==> config.mk <==
export PLATFORM = sky130hd
export DESIGN_NAME = lzd_queue
export DESIGN_NICKNAME = d
export VERILOG_FILES = /design/src/hw/rtl/lzd_pkg.sv /design/src/hw/rtl/lzd_queue.sv
export SDC_FILE = /design/constraint.sdc
export NUM_CORES = 1
export LEC_CHECK = 0
export ABC_CLOCK_PERIOD_IN_PS = 4200
export BUFFER_PORTS_ARGS = -buffer_cell sky130_fd_sc_hd__buf_2
export CAP_MARGIN = 20
export CORE_MARGIN = 5
export CORE_UTILIZATION = 55
export CTS_BUF_LIST = sky130_fd_sc_hd__clkbuf_4 sky130_fd_sc_hd__clkbuf_8 sky130_fd_sc_hd__clkbuf_16
export DETAILED_ROUTE_END_ITERATION = 6
export PLACE_DENSITY = 0.91
export SLEW_MARGIN = 20
export SYNTH_ARGS = -nofsm -noshare
export SYNTH_HDL_FRONTEND = slang
export SYNTH_SLANG_ARGS = --single-unit
==> constraint.sdc <==
create_clock -name clk -period 4.2 [get_ports clk]
set_input_delay 0.84 -clock clk [delete_from_list [all_inputs] [get_ports clk]]
set_output_delay 0.84 -clock clk [all_outputs]
set_load 0.02 [all_outputs]
==> src/hw/rtl/lzd_pkg.sv <==
// lzd_pkg: types and constants shared by the lz77 triplet decoder
// no dependencies
`default_nettype none

package lzd_pkg;

  localparam int OffsetW = 13;
  localparam int LengthW = 4;
  localparam int ByteW   = 8;

  typedef struct packed {
    logic [OffsetW-1:0] back_offset;
    logic [LengthW-1:0] match_length;
    logic [ByteW-1:0]   next_byte;
  } in_t;

  typedef struct packed {
    logic [ByteW-1:0] data_byte;
    logic             last;
    logic             bad_reference;
  } out_t;

  // classified triplet handed from front end to back end
  typedef struct packed {
    logic [OffsetW-1:0] back_offset;
    logic [LengthW-1:0] copy_len;
    logic [ByteW-1:0]   next_byte;
    logic               bad_reference;
  } cmd_t;

endpackage

`default_nettype wire

==> src/hw/rtl/lzd_queue.sv <==
// lzd_queue: two-entry command queue between front and back end
// depends on lzd_pkg
`default_nettype none

module lzd_queue import lzd_pkg::*; (
  input  wire logic clk,
  input  wire logic rst_n,
  input  wire logic push_valid,
  output logic      push_ready,
  input  wire cmd_t push_cmd,
  output logic      pop_valid,
  input  wire logic pop_ready,
  output cmd_t      pop_cmd
);

  cmd_t       entry_r [2];
  logic       wr_ptr_r, wr_ptr_nxt;
  logic       rd_ptr_r, rd_ptr_nxt;
  logic [1:0] count_r, count_nxt;
  logic       do_push, do_pop;

  assign push_ready = (count_r != 2'd2);
  assign pop_valid  = (count_r != 2'd0);
  assign pop_cmd    = entry_r[rd_ptr_r];

  assign do_push = push_valid && push_ready;
  assign do_pop  = pop_valid && pop_ready;

  always_comb begin
    wr_ptr_nxt = do_push ? ~wr_ptr_r : wr_ptr_r;
    rd_ptr_nxt = do_pop ? ~rd_ptr_r : rd_ptr_r;
    count_nxt  = count_r;
    if (do_push && !do_pop) begin
      count_nxt = count_r + 2'd1;
    end else if (do_pop && !do_push) begin
      count_nxt = count_r - 2'd1;
    end
  end

  always_ff @(posedge clk) begin
    if (do_push) begin
      entry_r[wr_ptr_r] <= push_cmd;
    end
  end

  always_ff @(posedge clk) begin
    if (!rst_n) begin
      wr_ptr_r <= 1'b0;
      rd_ptr_r <= 1'b0;
      count_r  <= 2'd0;
    end else begin
      wr_ptr_r <= wr_ptr_nxt;
      rd_ptr_r <= rd_ptr_nxt;
      count_r  <= count_nxt;
    end
  end

endmodule

`default_nettype wire

==> out/summary.txt <==
r2r endpoint: entry_r[0][14]
share of post-route cells with drive strength above 1: 0.5805
P_leak: 1.003 nW
Main synth FF type: edfxtp_1
Max VDD drop: 0.0003655 V
Crit path buffers/inverters: 1
Final GP Congestion: 0.7317
initial antenna violation count: 0
Initial Utilization: 0.5726
overall die width: 71.97 µm
EDFF count, synth: 52
Hold Crit Class: reg -> reg
# port buffers: 57
max cap viols: 0
Die H: 71.97 µm
Area Growth Syn to Fin: 24.23%
Root Driver: clkbuf_8
most common cell after layout, fill and taps aside: buf_2
Inst Count DP: 207
#FFs+latches synth: 57
grt ovf: 0
DP HPWL: 2282 µm
average wire per standard cell: 15.17 µm
Post-Synthesis Cells: 105
nets: 201
slowest cell delay on critical path: 0.70 ns
most frequent cells in the layout: buf_2, edfxtp_1, mux2_2
setup tns final: 0 ns
RSZ-0062 raised after global routing: no
Hold Violations, Final: 0
FMAX: 0.4114 GHz
Post-route DRC: 0
Worst setup EP type: output pin
reg-to-reg startpoint: count_r[0]
delay-heaviest family, CP: flip-flops
largest cells by area after synthesis: edfxtp_1, mux2_2, dfxtp_1
CTS Hold Bufs: 0
Worst Path Max Fanout: 26
CTS tree: yes
sequential fraction of the synthesis area: 0.7867
Worst Reg-to-Reg Cells: 3
number of routed nets with antenna violations: 0
Worst setup SP type: flop
vias per std cell: 5.045
Final Critical Period: 2.430 ns
clock sinks: 57
leading area contributor after synthesis: edfxtp_1
largest net degree at the start of global routing: 27
final cell count without fillers: 222
deepest clock path buffer count: 2
via count: 1,120
# IOs: 58
async set-reset flop share out of synthesis: 0
total CTS buffers: 9
synthesized area: 2112 µm²
clk_lat worst skew: 0.32 ns
slowest stage cell, crit path: dfxtp_2
CP Class: reg -> out
die area: 5180 µm²
htree depth: 3
first-pass GRT wire length: 5264 µm
post-CTS setup buffer count: 0
core box area: 3689 µm²
HP Start: wr_ptr_r
CTS clock-pin slew for the worst setup and hold paths: 0.05 ns
hold path cells: 2
Fin Clk Skew: 0.005228 ns
final count of negative-setup-slack endpoints: 0
worst path arrival time: 1.59 ns
CP Cell Sequence: mux2_2 -> buf_2
status: finished, final reports clean
Yosys top cell area share: 0.7393
Critical Path RT: 3.36 ns
mean post-synth cell area: 20.11 µm²
WL final: 3367 µm
ANT cells: 0
slew margin rel.: 0.3206
reg2reg setup slack: 2.36 ns
post-CTS resize count: 0
Syn. warnings: 0
period utilization: 0.5787
Mapped Nets: 136
Synth cell types: 19
drt first pass iters: 4
Pins Over Slew Limit: 0
Tightest Pin Transition: 1.018 ns
Total Routing Usage GR: 0.1429
vias in the first global route: 1,198
pwr dens: 631.4 nW/µm²
Row Count: 22
Hold EP: wr_ptr_r
Initial DRC Count: 34
CP Depth: 2
-- routing by layer --
layer  GRT usage  up-vias  wire length (µm)
met5           0        -                 0
met3     0.04155        5               247
met1      0.1323      543              1237
met2      0.2612       34              1848
li1            -      538                 -
met4      0.1065        0                34
-- cell families (layout without fill, tap and decap cells) --
| logic type | Yosys count | after routing | share of synthesized area |
|---|---|---|---|
| buffers and inverters | 4 | 73 | 0.008882 |
| adders and majority gates | 1 | 1 | 0.005923 |
| DFF | 57 | 57 | 0.7867 |
| xor gates and xnor gates | 3 | 3 | 0.01244 |
| and+or+nand+nor | 9 | 9 | 0.03081 |
| AOI/OAI and AO/OA | 5 | 5 | 0.01659 |
| muxes | 26 | 26 | 0.1386 |
-- synth_stat cells (all sizes together), types with 2 or more instances --
master and number:
a21boi 2, and2 4, buf 3, dfxtp 5
edfxtp 52, mux2 26, o21ai 2, xnor2 2
-- through the flow --
| stage | hold WS, ns | instance area, µm² | worst slack [ns] | power, mW | utilization |
|---|---|---|---|---|---|
| 6_report | 0.5801 | 2624 | 1.770 | 1.657 | 0.7113 |
| 5_1_grt | 0.6041 | 2624 | 1.677 | 1.744 | 0.7113 |
| 4_1_cts | 0.5714 | 2623 | 1.321 | 1.681 | 0.7110 |
| 3_5_place_dp | 0.5669 | 2444 | 1.682 | 1.221 | 0.6625 |
| 2_1_floorplan | 0.5124 | 2112 | 2.277 | 1.084 | - |
| 3_3_place_gp | 0.5228 | 2442 | 1.705 | 1.204 | 0.6621 |
-- worst max path at each step --
stage	from	to	slack, ns
2_1_floorplan	push_valid	entry_r[1][0]	2.28
3_5_place_dp	flop	pop_cmd[16]	1.68
6_report	flop	pop_cmd[16]	1.77
5_1_grt	flop	pop_cmd[16]	1.68
4_1_cts	flop	pop_cmd[16]	1.32
3_3_place_gp	flop	pop_cmd[20]	1.71
-- state kept, by name, summed over array words and instances (netlist names), named ones only --
| signal | flops |
|---|---|
| count_r | 2 |
| wr_ptr_r | 1 |
| rd_ptr_r | 1 |
| entry_r | 52 |
-- worst register-to-register path: stages (launching register included) --
cell      delay, ns
dfxtp_1        0.42
nand2b_4       0.19
nand3b_1       0.10
inv_1          0.75
-- layout make-up --
type / instances / area [µm²]
fillers: 264 / 1065
repair buffers: 57 / 285.3
flip-flops and latches: 57 / 1663
well taps: 48 / 60.06
multi-input cells: 44 / 432.9
clock buffers: 10 / 131.4
clock inverters: 5 / 47.55
inverters: 1 / 3.754
-- power by group --
group          total, mW  switching (mW)  internal, mW
Clock              0.456           0.185         0.271
Combinational      0.427           0.235         0.193
Sequential         0.774          0.0591         0.715
(Power assumes the default switching activity.)
