<file path="src/hw/rtl/lzd_pkg.sv">
// lzd_pkg: types and constants shared by the lz77 triplet decoder
// no dependencies
`default_nettype none

package lzd_pkg;

  localparam int OffsetW = 13;
  localparam int LengthW = 4;
  localparam int ByteW   = 8;

  typedef struct packed {
    logic [OffsetW-1:0] back_offset;
    logic [LengthW-1:0] match_length;
    logic [ByteW-1:0]   next_byte;
  } in_t;

  typedef struct packed {
    logic [ByteW-1:0] data_byte;
    logic             last;
    logic             bad_reference;
  } out_t;

  // classified triplet handed from front end to back end
  typedef struct packed {
    logic [OffsetW-1:0] back_offset;
    logic [LengthW-1:0] copy_len;
    logic [ByteW-1:0]   next_byte;
    logic               bad_reference;
  } cmd_t;

endpackage

`default_nettype wire

</file>
<file path="src/hw/rtl/lzd_front.sv">
// lzd_front: accepts triplets, caps the length and checks the reference
// against the projected history fill; depends on lzd_pkg
`default_nettype none

module lzd_front import lzd_pkg::*; #(
  parameter int WINDOW_SIZE    = 4096,
  parameter int LOOKAHEAD_SIZE = 16
) (
  input  wire logic clk,
  input  wire logic rst_n,
  input  wire logic in_valid,
  output logic      in_ready,
  input  wire in_t  in_payload,
  output logic      push_valid,
  input  wire logic push_ready,
  output cmd_t      push_cmd
);

  localparam int FillW = $clog2(WINDOW_SIZE + 1);
  localparam int CmpW  = (FillW > OffsetW) ? FillW + 1 : OffsetW + 1;
  localparam int CapI  = (LOOKAHEAD_SIZE - 1 < 15) ? LOOKAHEAD_SIZE - 1 : 15;
  localparam logic [LengthW-1:0] Cap = LengthW'(CapI);

  logic [FillW-1:0]   fill_r, fill_nxt;
  logic [LengthW-1:0] eff_len;
  logic               bad;
  logic [CmpW-1:0]    sum;

  assign eff_len = (in_payload.match_length > Cap) ? Cap : in_payload.match_length;

  assign bad = (eff_len != '0) &&
               ((in_payload.back_offset == '0) ||
                (CmpW'(in_payload.back_offset) > CmpW'(fill_r)));

  assign push_cmd.back_offset   = in_payload.back_offset;
  assign push_cmd.copy_len      = bad ? '0 : eff_len;
  assign push_cmd.next_byte     = in_payload.next_byte;
  assign push_cmd.bad_reference = bad;

  assign push_valid = in_valid;
  assign in_ready   = push_ready;

  // saturating count of bytes that the back end will have written
  assign sum = CmpW'(fill_r) + CmpW'(push_cmd.copy_len) + CmpW'(1);

  always_comb begin
    fill_nxt = fill_r;
    if (in_valid && push_ready) begin
      if (sum >= CmpW'(WINDOW_SIZE)) begin
        fill_nxt = FillW'(WINDOW_SIZE);
      end else begin
        fill_nxt = sum[FillW-1:0];
      end
    end
  end

  always_ff @(posedge clk) begin
    if (!rst_n) begin
      fill_r <= '0;
    end else begin
      fill_r <= fill_nxt;
    end
  end

endmodule

`default_nettype wire

</file>
<file path="config.mk">
export PLATFORM = sky130hd
export DESIGN_NAME = lzd_front
export DESIGN_NICKNAME = d
export VERILOG_FILES = /design/src/hw/rtl/lzd_pkg.sv /design/src/hw/rtl/lzd_front.sv
export SDC_FILE = /design/constraint.sdc
export NUM_CORES = 1
export LEC_CHECK = 0
export BUFFER_PORTS_ARGS = -buffer_cell sky130_fd_sc_hd__buf_2
export CORE_MARGIN = 2
export CORE_UTILIZATION = 40
export DETAILED_ROUTE_END_ITERATION = 12
export HOLD_SLACK_MARGIN = 0.12
export PLACE_DENSITY = 0.67
export SETUP_SLACK_MARGIN = 0.1
export SLEW_MARGIN = 15
export SYNTH_ARGS = -nofsm -noshare
export SYNTH_HDL_FRONTEND = slang
export SYNTH_SLANG_ARGS = --single-unit
</file>
<file path="constraint.sdc">
create_clock -name clk -period 5.07 [get_ports clk]
set_input_delay 0.2535 -clock clk [delete_from_list [all_inputs] [get_ports clk]]
set_output_delay 0.2535 -clock clk [all_outputs]
set_load 0.02 [all_outputs]
</file>
==> results.md <==
- CTS tree: built
- Most common cell after layout, fill and taps aside: buf_2
- Max Freq: 0.236 GHz
- Synthesis-to-layout area growth: 6.32%
- Syn_nets: 239
- Seq/Total Area, Yosys: 0.175
- CTS resizes: 0
- Reg2reg setup slack: 0.83 ns
- Residual DRC: 0
- First-pass GRT wire length: 5.56 mm
- Worst-skew pair later-pin latency: 0.25 ns
- Wire length per cell: 13.6 µm
- Max reg flops: 13
- Top Registers: fill_r: 13 flops
- Yosys warns: 0
- Root Buffer: clkbuf_8
- Clock sink total: 13
- Final #Nets: 253
- DIE AREA: 0.00421 mm²
- Hpwl dp: 2.77 mm
- Via Count: 1430
- Crit-path slowest cell: nor4b_4
- Vias in the first global route: 1280
- H-tree depth: 1
- Final Critical Period: 4.24 ns
- Setup crit start kind: flip-flop
- Die Y: 64.9 µm
- Max incr delay on CP: 0.58 ns
- Pin count of the biggest net entering global routing: 16
- Worst Tran Pin Value: 0.867 ns
- Mapped Cells: 192
- CP Data Arrival Time: 4.40 ns
- CORE AREA: 0.00361 mm²
- Final Skew: 0.00343 ns
- Slew margin rel.: 0.419
- Setup CP Type: flip-flop to flip-flop
- Static Leak: 0.614 nW
- Slew Viols, Final: 0
- Antenna violations before repair: 0
- Hold Crit Class: input pin to flip-flop
- Outcome: completed
- Max_cap viols: 0
- I/O pin total: 57
- Post-route ant nets: 0
- Syn Area/Cell: 7.73 µm²
- CTS Buf Count: 3
- Ordered cell list for the critical path: inv_1 -> ha_1 -> a21o_1 -> a221o_1 -> a21oi_1 -> a31oi_1 -> nand2b_1 -> ha_1 -> fa_1 -> nand2b_1 -> a21oi_1 -> nor4b_4 -> nor2_1 -> o41ai_2
- Setup violations, final: 0
- Post CTS Setup Buffer Count: 0
- Reg2Reg Launch Point: fill_r[6]
- Final period util: 0.837
- Die Wd: 64.9 µm
- Max Root-Sink Buffers: 2
- Most frequent cells in the layout: buf_2 (40), ha_1 (17), inv_1 (15), dfxtp_1 (13), nand2_1 (12)
- # hold bufs at CTS: 0
- Hold_sp: rst_n
- Gr usage total: 0.168
- DR vias/cell: 5.65
- Power Density: 173 mW/mm²
- Crit-path max FO: 11
- Peak supply drop: 0.000120 V
- Largest Register: fill_r
- Final Power: 0.273 mW
- Port Buffers: 40
- RSZ-0062 raised after global routing: no
- Setup tns final: 0 ns
- Rows: 22
- Synthesized cell area: 0.00148 mm²
- Library cells used by synthesis: 41
- Initial drt markers: 73
- Share of layout cells above drive strength 1: 0.229
- Router iterations before antenna repair: 6
- Count of state elements after synthesis: 13
- Drt total wl: 3.45 mm
- Gr ovfl total: 0
- Crit path launch: fill_r[6]
- Ant diodes: 0
- Gpl congestion: 0.823
- Starting Density: 0.412
- Crit. End Element: flip-flop
- Worst Path Required: 5.22 ns
- Worst-path clk slew: 0.06 ns
- Fin. Hold Viols: 0
==> stage by stage <==
| stage | cells | util | worst slack (ns) | cell area, µm² | hold WS [ns] |
|---|---|---|---|---|---|
| 6_report | 253 | 0.438 | 0.825 | 1580 | 0.366 |
| 5_1_grt | 253 | 0.438 | 0.425 | 1580 | 0.400 |
| 4_1_cts | 253 | 0.438 | 0.823 | 1580 | 0.360 |
| 3_5_place_dp | 249 | 0.425 | 0.825 | 1530 | 0.480 |
| 3_3_place_gp | 249 | 0.425 | 0.917 | 1530 | 0.477 |
| 2_1_floorplan | 192 | - | 1.54 | 1480 | 0.423 |
==> area by class of cell <==
class                           instances  area, µm²
Inverter                               15       56.3
Clock buffer                            4       45.0
Tap cell                               48       60.1
Multi-Input combinational cell        133        956
Timing Repair Buffer                   40        200
Sequential cell                        13        260
Fill cell                             379       2030
==> kinds of logic after synthesis <==
group                      Yosys count  synth area share
DFF                                 13             0.175
xor gates and xnor gates             1           0.00590
AOI/OAI and AO/OA                   50             0.234
and+or+nand+nor                     64             0.247
adders and majority gates           18             0.157
buffers and inverters               46             0.180
==> synthesized netlist by cell type <==
cell type	count	area, µm²
nor4_1	5	31.3
nor4b_4	1	23.8
and4_1	3	26.3
and2_1	2	12.5
a21o_1	3	22.5
o311ai_1	1	8.76
ha_1	17	213
nand2_1	12	45.0
buf_4	25	188
o21ai_0	8	40.0
clkbuf_1	5	18.8
o2111a_1	1	11.3
a21oi_1	9	45.0
nand4_2	1	12.5
or3_1	2	12.5
o31a_1	1	8.76
a221oi_1	1	8.76
a211o_1	1	8.76
and2_0	1	6.26
o211ai_1	4	30.0
inv_1	15	56.3
a221o_1	1	10.0
o41ai_2	1	16.3
o22ai_1	2	12.5
o21bai_1	1	7.51
nand3_1	8	40.0
xnor2_1	1	8.76
fa_1	1	20.0
or4_4	1	11.3
o21a_1	3	22.5
clkbuf_2	1	5.00
nand2b_1	4	25.0
nor2_1	9	33.8
a211oi_1	4	30.0
nor3_1	6	30.0
nor2b_1	6	37.5
nand4_1	3	18.8
dfxtp_1	13	260
o2111ai_1	4	35.0
o21ai_1	1	5.00
a31oi_1	4	25.0
==> report_power, final <==
part	switching, mW	internal, mW
Clock	0.0376	0.0556
Combinational	0.0448	0.0295
Sequential	0.00181	0.104
Total	0.0842	0.189
==> metal layers <==
layer,up-vias,share of wire,global-route usage
li1,710,-,-
met1,643,0.49,0.219
met2,69,0.42,0.268
met3,8,0.075,0.0191
met4,0,0.020,0.0957
met5,-,0,0
==> worst paths after layout <==
path,end,cells past startpoint
hold reg to reg,fill_r[1],2
setup / recovery,fill_r[3],14
setup reg to reg,fill_r[3],14
hold / removal,fill_r[3],3
==> critical path, delay by kind of cell (launching register included) <==
family | cells | cell delay (ns)
AO/OA/AOI/OAI | 6 | 1.61
adder cells (fa/ha/maj) | 3 | 0.90
flip-flops | 1 | 0.42
buffers and inverters | 1 | 0.07
AND/OR/NAND/NOR | 4 | 1.13
No activity file was read; power rests on OpenSTA's default activity.
